**config.mk**
```make
export PLATFORM = sky130hd
export DESIGN_NAME = p2ansi_digits
export DESIGN_NICKNAME = d
export VERILOG_FILES = /design/src/rtl/p2ansi_pkg.sv /design/src/rtl/p2ansi_digits.sv
export SDC_FILE = /design/constraint.sdc
export NUM_CORES = 1
export LEC_CHECK = 0
export BUFFER_PORTS_ARGS = -buffer_cell sky130_fd_sc_hd__buf_2
export CAP_MARGIN = 20
export CORE_MARGIN = 2
export CORE_UTILIZATION = 49
export DETAILED_ROUTE_END_ITERATION = 10
export GPL_TIMING_DRIVEN = 0
export MAX_ROUTING_LAYER = met4
export PLACE_DENSITY = 0.78
export SLEW_MARGIN = 40
export SYNTH_ARGS = -nofsm -noshare
export SYNTH_HDL_FRONTEND = slang
export SYNTH_SLANG_ARGS = --single-unit
```
**constraint.sdc**
```tcl
create_clock -name clock -period 2.82 [get_ports clock]
set_clock_uncertainty 0.15 [all_clocks]
set_input_delay 0.141 -clock clock [delete_from_list [all_inputs] [get_ports clock]]
set_output_delay 0.141 -clock clock [all_outputs]
set_load 0.1 [all_outputs]
```
**src/rtl/p2ansi_pkg.sv**
```systemverilog
// Shared types and constants for the truecolor text encoder.
// No dependencies; every other file of the block imports it.
package p2ansi_pkg;

   // Configuration register indexes.
   localparam int CSR_INDEX_W = 4;
   localparam int CSR_DATA_W  = 64;

   typedef enum logic [CSR_INDEX_W-1:0] {
      CSR_PREFIX_BYTES = 4'd0,
      CSR_PREFIX_COUNT = 4'd1,
      CSR_SUFFIX_BYTES = 4'd2,
      CSR_SUFFIX_COUNT = 4'd3
   } p2ansi_csr_type;

   // Reset values of the configuration registers.
   localparam logic [63:0] PREFIX_RESET       = 64'h003B_323B_3834_5B1B;
   localparam logic [3:0]  PREFIX_COUNT_RESET = 4'd7;
   localparam logic [63:0] SUFFIX_RESET       = 64'h0000_0000_0000_006D;
   localparam logic [3:0]  SUFFIX_COUNT_RESET = 4'd1;
   localparam logic [3:0]  COUNT_MAX          = 4'd8;

   // Characters of the text stream.
   localparam logic [7:0] CHAR_SPACE   = 8'h20;
   localparam logic [7:0] CHAR_NEWLINE = 8'h0A;
   localparam logic [7:0] CHAR_NUL     = 8'h00;
   localparam logic [7:0] CHAR_SEMI    = 8'h3B;
   localparam logic [7:0] CHAR_ZERO    = 8'h30;

   // Index of the last compare and subtract step of the decimal converter.
   localparam logic [2:0] CONV_LAST_STEP = 3'd5;

   // Sequencer states.
   typedef enum logic [3:0] {
      S_IDLE,
      S_PREFIX,
      S_LOAD,
      S_CONV,
      S_HUND,
      S_TENS,
      S_UNITS,
      S_SEMI,
      S_SUFFIX,
      S_SPACE,
      S_NEWLINE,
      S_NUL
   } p2ansi_state_type;

   // Decimal digits of one color channel.
   typedef struct packed {
      logic [1:0] hund;
      logic [3:0] tens;
      logic [3:0] units;
   } p2ansi_digits_type;

   // Weight that the converter tries to subtract at each step: two steps
   // for the hundreds digit, then four for the tens digit, bit by bit.
   function automatic logic [7:0] p2ansi_weight(input logic [2:0] step);
      logic [7:0] w;
      case (step)
         3'd0:    w = 8'd200;
         3'd1:    w = 8'd100;
         3'd2:    w = 8'd80;
         3'd3:    w = 8'd40;
         3'd4:    w = 8'd20;
         default: w = 8'd10;
      endcase
      return w;
   endfunction

endpackage

```
**src/rtl/p2ansi_digits.sv**
```systemverilog
// Iterative binary to decimal converter for one 8-bit color channel.
// One compare and subtract per cycle; depends on p2ansi_pkg.
module p2ansi_digits
   import p2ansi_pkg::*;
(
   input  logic              clock,
   input  logic              reset,
   input  logic              start,
   input  logic [7:0]        value,
   output logic              done,
   output p2ansi_digits_type digits
);

   logic       busy_ff, busy_in;
   logic       done_ff, done_in;
   logic [2:0] step_ff, step_in;
   logic [7:0] rem_ff, rem_in;
   logic [5:0] acc_ff, acc_in;
   logic [7:0] weight;
   logic [2:0] bit_sel;

   assign weight  = p2ansi_weight(step_ff);
   assign bit_sel = CONV_LAST_STEP - step_ff;

   // One step: subtract the weight if it fits and record the digit bit.
   always_comb begin
      busy_in = busy_ff;
      done_in = 1'b0;
      step_in = step_ff;
      rem_in  = rem_ff;
      acc_in  = acc_ff;
      if (start) begin
         busy_in = 1'b1;
         step_in = '0;
         rem_in  = value;
         acc_in  = '0;
      end else if (busy_ff) begin
         if (rem_ff >= weight) begin
            rem_in          = rem_ff - weight;
            acc_in[bit_sel] = 1'b1;
         end
         step_in = step_ff + 3'd1;
         if (step_ff == CONV_LAST_STEP) begin
            busy_in = 1'b0;
            done_in = 1'b1;
         end
      end
   end

   always_ff @(posedge clock) begin
      if (reset) begin
         busy_ff <= 1'b0;
         done_ff <= 1'b0;
         step_ff <= '0;
      end else begin
         busy_ff <= busy_in;
         done_ff <= done_in;
         step_ff <= step_in;
      end
   end

   // Working value and digit bits carry no reset.
   always_ff @(posedge clock) begin
      rem_ff <= rem_in;
      acc_ff <= acc_in;
   end

   assign done         = done_ff;
   assign digits.hund  = acc_ff[5:4];
   assign digits.tens  = acc_ff[3:0];
   assign digits.units = rem_ff[3:0];

endmodule

```
---- Word level (Yosys, flattened, before mapping) ----
Cells that the tools add are included.
storage, ports and cells
  bits in registers ....................... 19
  bits of input ports ..................... 11
  word-level logic and storage cells ...... 36
  output and inout bits ................... 11
cells by class
  add/subtract/negate cells ............... 3
  bitwise logic cells ..................... 2
  muxes and demuxes ....................... 10
  equality and inequality tests ........... 5
  $lt $le $gt $ge ......................... 3
  reduce and logical (&&, ||, !) cells .... 8
operators by type and width
  cell                   count
  $pmux W8 S5            1
  $mux W8                3
  $ge A8 B8 Y1           1
  $sub A8 B8 Y8          1
  $eq A3 B2 Y1 const B   2
  $eq A3 B3 Y1 const B   2
  $or A6 B6 Y6           1
  $mux W1                5
  $lt A3 B4 Y1 const B   1
  $reduce_and A2 Y1      2
  $reduce_bool A2 Y1     2
  $add A3 B1 Y3 const B  1
  $demux W1 S3           1
  $eq A3 B1 Y1 const B   1
  $ge A3 B1 Y1 const B   1
  $logic_not A3 Y1       1
  $reduce_or A3 Y1       1
  $sub A3 B3 Y3 const A  1
  $reduce_or A2 Y1       1
  $logic_and A1 B1 Y1    1
  $not A1 Y1             1

---- Depth between registers and ports, before layout ----
  word-level depth ........................ 6
  mapped depth ............................ 11
  mapped depth without buffers ............ 11

---- Worst setup path before layout ----
OpenSTA, ideal clock, no wires.
  path type ............................... register to register
  start ................................... register step_ff[0]
  end ..................................... register rem_ff[1] (enable)
  stages on the path, launching flop included .. 12
  arrival time ............................ 2,308 ps
  path slack .............................. 58 ps
  data required time ...................... 2,365 ps
  path buffers ............................ 0
  cells stage by stage .................... dfxtp_1 inv_1 ha_1 nor2_1 nor2_1 nor3_1 a211oi_1 ha_1 a21oi_4 nand3_1 a22oi_1 nand2b_1
between the ends
  longest elaborated chain between the ends .. 5
  elaborated cells on any way between the ends .. 9
  classes of those cells .................. 1 x order compare; 4 x eq/ne; 1 x mux; 3 x reduce/logical
ends and longest elaborated chain
  what                                        line                 RTL
  start, declared                             p2ansi_digits.sv:16  logic [2:0] step_ff, step_in;
  start signal, assigned                      p2ansi_digits.sv:58  step_ff <= step_in;
  $eq A3 B3 Y1, or another cell as far along  p2ansi_pkg.sv:60     case (step)
  $pmux W8 S5 (*)                             p2ansi_pkg.sv:60
  $ge A8 B8 Y1 (*)                            p2ansi_digits.sv:38  if (rem_ff >= weight) begin
  $reduce_bool A2 Y1 (no line) (*)            n/a
  $reduce_and A2 Y1 (no line) (*)             n/a
  end signal, assigned                        p2ansi_digits.sv:64  rem_ff <= rem_in;
  end, declared                               p2ansi_digits.sv:17  logic [7:0] rem_ff, rem_in;
Every way passes the cells marked *; elsewhere a longest branch is shown, timed or not.
A chain may end at the register's enable or synchronous reset.

---- Final worst setup path ----
  start ................................... register step_ff[2]
  end ..................................... register rem_ff[7] (data pin)
between the ends
  longest elaborated chain between the ends .. 6
  elaborated cells on any way between the ends .. 10
  classes of those cells .................. 1 x add/sub; 4 x eq/ne; 4 x mux; 1 x reduce/logical
ends and longest elaborated chain
  what                                        line                 RTL
  $eq A3 B3 Y1, or another cell as far along  p2ansi_pkg.sv:60
  $pmux W8 S5 (*)                             p2ansi_pkg.sv:60
  $sub A8 B8 Y8 (*)                           p2ansi_digits.sv:39  rem_in = rem_ff - weight;
  $mux W8 (*)                                 p2ansi_digits.sv:38
  $mux W8 (*)                                 p2ansi_digits.sv:37  end else if (busy_ff) begin
  $mux W8 (*)                                 p2ansi_digits.sv:32  if (start) begin
  named net rem_in[7]                         p2ansi_digits.sv:17
The timed path passes the listed nets; every way through them passes the cells marked *. The select of a mux whose other input is x is not followed.

==> out/qor.csv <==
metric;value;unit
outcome;completed;
clk_latency;0.30;ns
core_area;2432;µm²
hold_viol;0;
finalSetupViolCount;0;
cts_tree;done;
grt_max_degree;11;
max_freq;0.3653;GHz
diodes;0;
antenna_found_initial;0;
seq_area;465.4;µm²
io_buffer_count;20;
drtPass1Iterations;4;
cts-root-buf;clkbuf_4;
cp-end-kind;flip-flop;
multi_input_area;718.2;µm²
die_area;2946;µm²
synthCells;136;
gp_congestion;0.8137;
synth_ff_type;dfxtp_1;
numCtsBuffers;3;
die_y;54.28;µm
syn-num-nets;160;
clock-sinks;19;
htreeDepth;1;
maxCapViolations;0;
slew_headroom;0.6798;
wl;2811;µm
syn_to_final_growth;24.24;%
timing.final.crit_share;0.9707;
clk_pin_slew;0.12;ns
worst_slew_pin_slew;0.4803;ns
synth_area;1239;µm²
drv_slew;0;
drt_iter0_markers;29;
pwr-share-comb;0.416;
worstPathRequired;2.72;ns
seqPwrFrac;0.407;
synth_edf_count;8;
final.min_clock_period;2.737;ns
leakagePower;0.0006334;µW
clk_path_buf_depth;2;
crit_path_start_kind;flip-flop;
min_path_type;in -> reg;
intPower;498.4;µW
power_density;531.5;nW/µm²
synth.distinct_cells;37;
grt_use_total;0.2202;
initial_core_util;0.5093;
ios;22;
clockPowerShare;0.177;
drc_errors;0;
post-route-util;0.6327;
wl_per_cell;14.13;µm
vias;1104;
critical_path_arrival;2.64;ns
path_class;reg -> reg;
holdWs;0.01398;ns
ir_worst_vdd;0.3448;mV
ys_seq_area_frac;0.3717;
num_rows;18;
ys_seq_elements;19;
drive_above_1_share;0.2544;
ant_nets;0;
grt_pass1_vias;1034;
avgSynthCellArea;9.108;µm²
power_switching;319.6;µW
grt_pass1_wl;4505;µm
r2r_cells;10;
fillers;213;
dp_hpwl;1940;µm
yosys_warnings;0;
path_max_fanout;10;
whs_path_depth;3;
overflow;0;
fin_nets;194;
routed_via_density;5.548;
p_sw_frac;0.3907;
fp.dieW;54.28;µm
async_flop_share;0;
## registers in the layout, summed over array words and instances (netlist names)
name and cells:
busy_ff 1, step_ff 3, rem_ff 8, acc_ff 6
done 1
## synth_stat cells, types with 2 or more instances
master     n  area share
ha_1      12        0.12
dfxtp_1   11        0.18
inv_1     11       0.033
nor2_1    11       0.033
nand2_1   10       0.030
edfxtp_1   8        0.19
o21ai_0    6       0.024
a21oi_1    5       0.020
o22ai_1    5       0.025
buf_4      4       0.024
clkbuf_1   4       0.012
a211oi_1   3       0.018
buf_2      3       0.012
nand2b_1   3       0.015
nand3_1    3       0.012
nor2b_1    3       0.015
nor3_1     3       0.012
nor3b_1    3       0.018
o31ai_1    3       0.018
or4_1      3       0.018
mux2i_1    2       0.016
nand3b_1   2       0.012
nor4b_1    2       0.014
o211ai_1   2       0.012
o21a_1     2       0.012
## cell families (layout without fill, tap and decap cells)
| kind of cell | count (synthesis) | after routing | synth area share |
|---|---|---|---|
| compound gates | 32 | 32 | 0.1788 |
| fa+ha+maj | 13 | 13 | 0.1374 |
| simple gates | 46 | 46 | 0.2000 |
| flops | 19 | 19 | 0.3717 |
| xor+xnor | 2 | 2 | 0.01414 |
| buf+inv | 22 | 55 | 0.08181 |
| mux | 2 | 2 | 0.01616 |
## metal layers
| layer | share of wire | track usage | up-vias |
|---|---|---|---|
| li1 | - | - | 553 |
| met1 | 0.45 | 0.2735 | 519 |
| met2 | 0.49 | 0.3574 | 25 |
| met3 | 0.035 | 0.03825 | 7 |
| met4 | 0.022 | 0.08333 | 0 |
| met5 | 0 | - | - |
## layout make-up
| type | instances | share of cell area |
|---|---|---|
| buffer | 11 | 0.04065 |
| tap | 30 | 0.02439 |
| timing repair buffer | 29 | 0.1220 |
| clock buffer | 4 | 0.01707 |
| sequential | 19 | 0.3024 |
| multi-input combinational | 95 | 0.4667 |
| inverter | 11 | 0.02683 |
## critical path, stage by stage, from the launching register on
cell	delay (ns)
dfxtp_1	0.34
buf_4	0.17
inv_1	0.19
ha_4	0.21
nor3_4	0.06
a211oi_2	0.24
ha_2	0.36
nor2b_1	0.17
o31a_1	0.28
o211ai_1	0.21
o211ai_1	0.11
## cell usage in the layout, fill, tap and decap left out, drive strengths merged, types with 2 or more instances in the layout
| cell | synthesis | final |
|---|---|---|
| dfxtp | 11 | 11 |
| nor4b | 2 | 2 |
| nor2b | 3 | 3 |
| o21ai | 6 | 6 |
| o21a | 2 | 2 |
| mux2i | 2 | 2 |
| nand2b | 3 | 3 |
| or4 | 3 | 3 |
| o31ai | 3 | 3 |
| dlygate4sd3 | 0 | 8 |
| o211ai | 2 | 2 |
| nor2 | 11 | 11 |
| a211oi | 3 | 3 |
| nand3b | 2 | 2 |
| buf | 7 | 28 |
| a21oi | 6 | 6 |
| edfxtp | 8 | 8 |
| nor3b | 3 | 3 |
| inv | 11 | 11 |
| nand2 | 10 | 10 |
| nand3 | 3 | 3 |
| ha | 12 | 12 |
| clkbuf | 4 | 8 |
| nor3 | 3 | 3 |
| o22ai | 5 | 5 |
## final timing paths
check             start         to  slack, ns
max reg2reg  step_ff[2]  rem_ff[7]       0.08
min            value[7]  rem_ff[7]       0.01
max          step_ff[2]  rem_ff[7]       0.08
min reg2reg   acc_ff[1]  acc_ff[1]       0.32
## power groups by stage
stage / logic [µW] / registers (µW) / clock network (µW)
floorplan: 242 / 352 / 0
detailed placement: 316 / 339 / 0
global route: 373 / 336 / 158
global placement: 304 / 338 / 0
finish: 340 / 333 / 145
CTS: 334 / 333 / 146
## timing repair
item,in CTS,in global routing
pin swaps,1,2
setup endpoints to repair,15,16
setup buffers,1,0
hold buffers,8,0
gates resized for setup,3,11
endpoints found under the hold margin,12,0
## per-stage QoR
stage / total power [µW] / setup TNS, ns / std cells / cell area, µm² / worst slack [ns]
global route: 867.3 / -0.2760 / 199 / 1539 / -0.09291
CTS: 812.3 / 0 / 199 / 1503 / 0.02245
floorplan: 594.0 / 0 / 136 / 1239 / 0.05759
detailed placement: 655.7 / -4.424 / 186 / 1376 / -0.5458
global placement: 641.4 / -3.112 / 186 / 1376 / -0.4252
finish: 818.0 / 0 / 199 / 1539 / 0.08259
(Power assumes the default switching activity.)
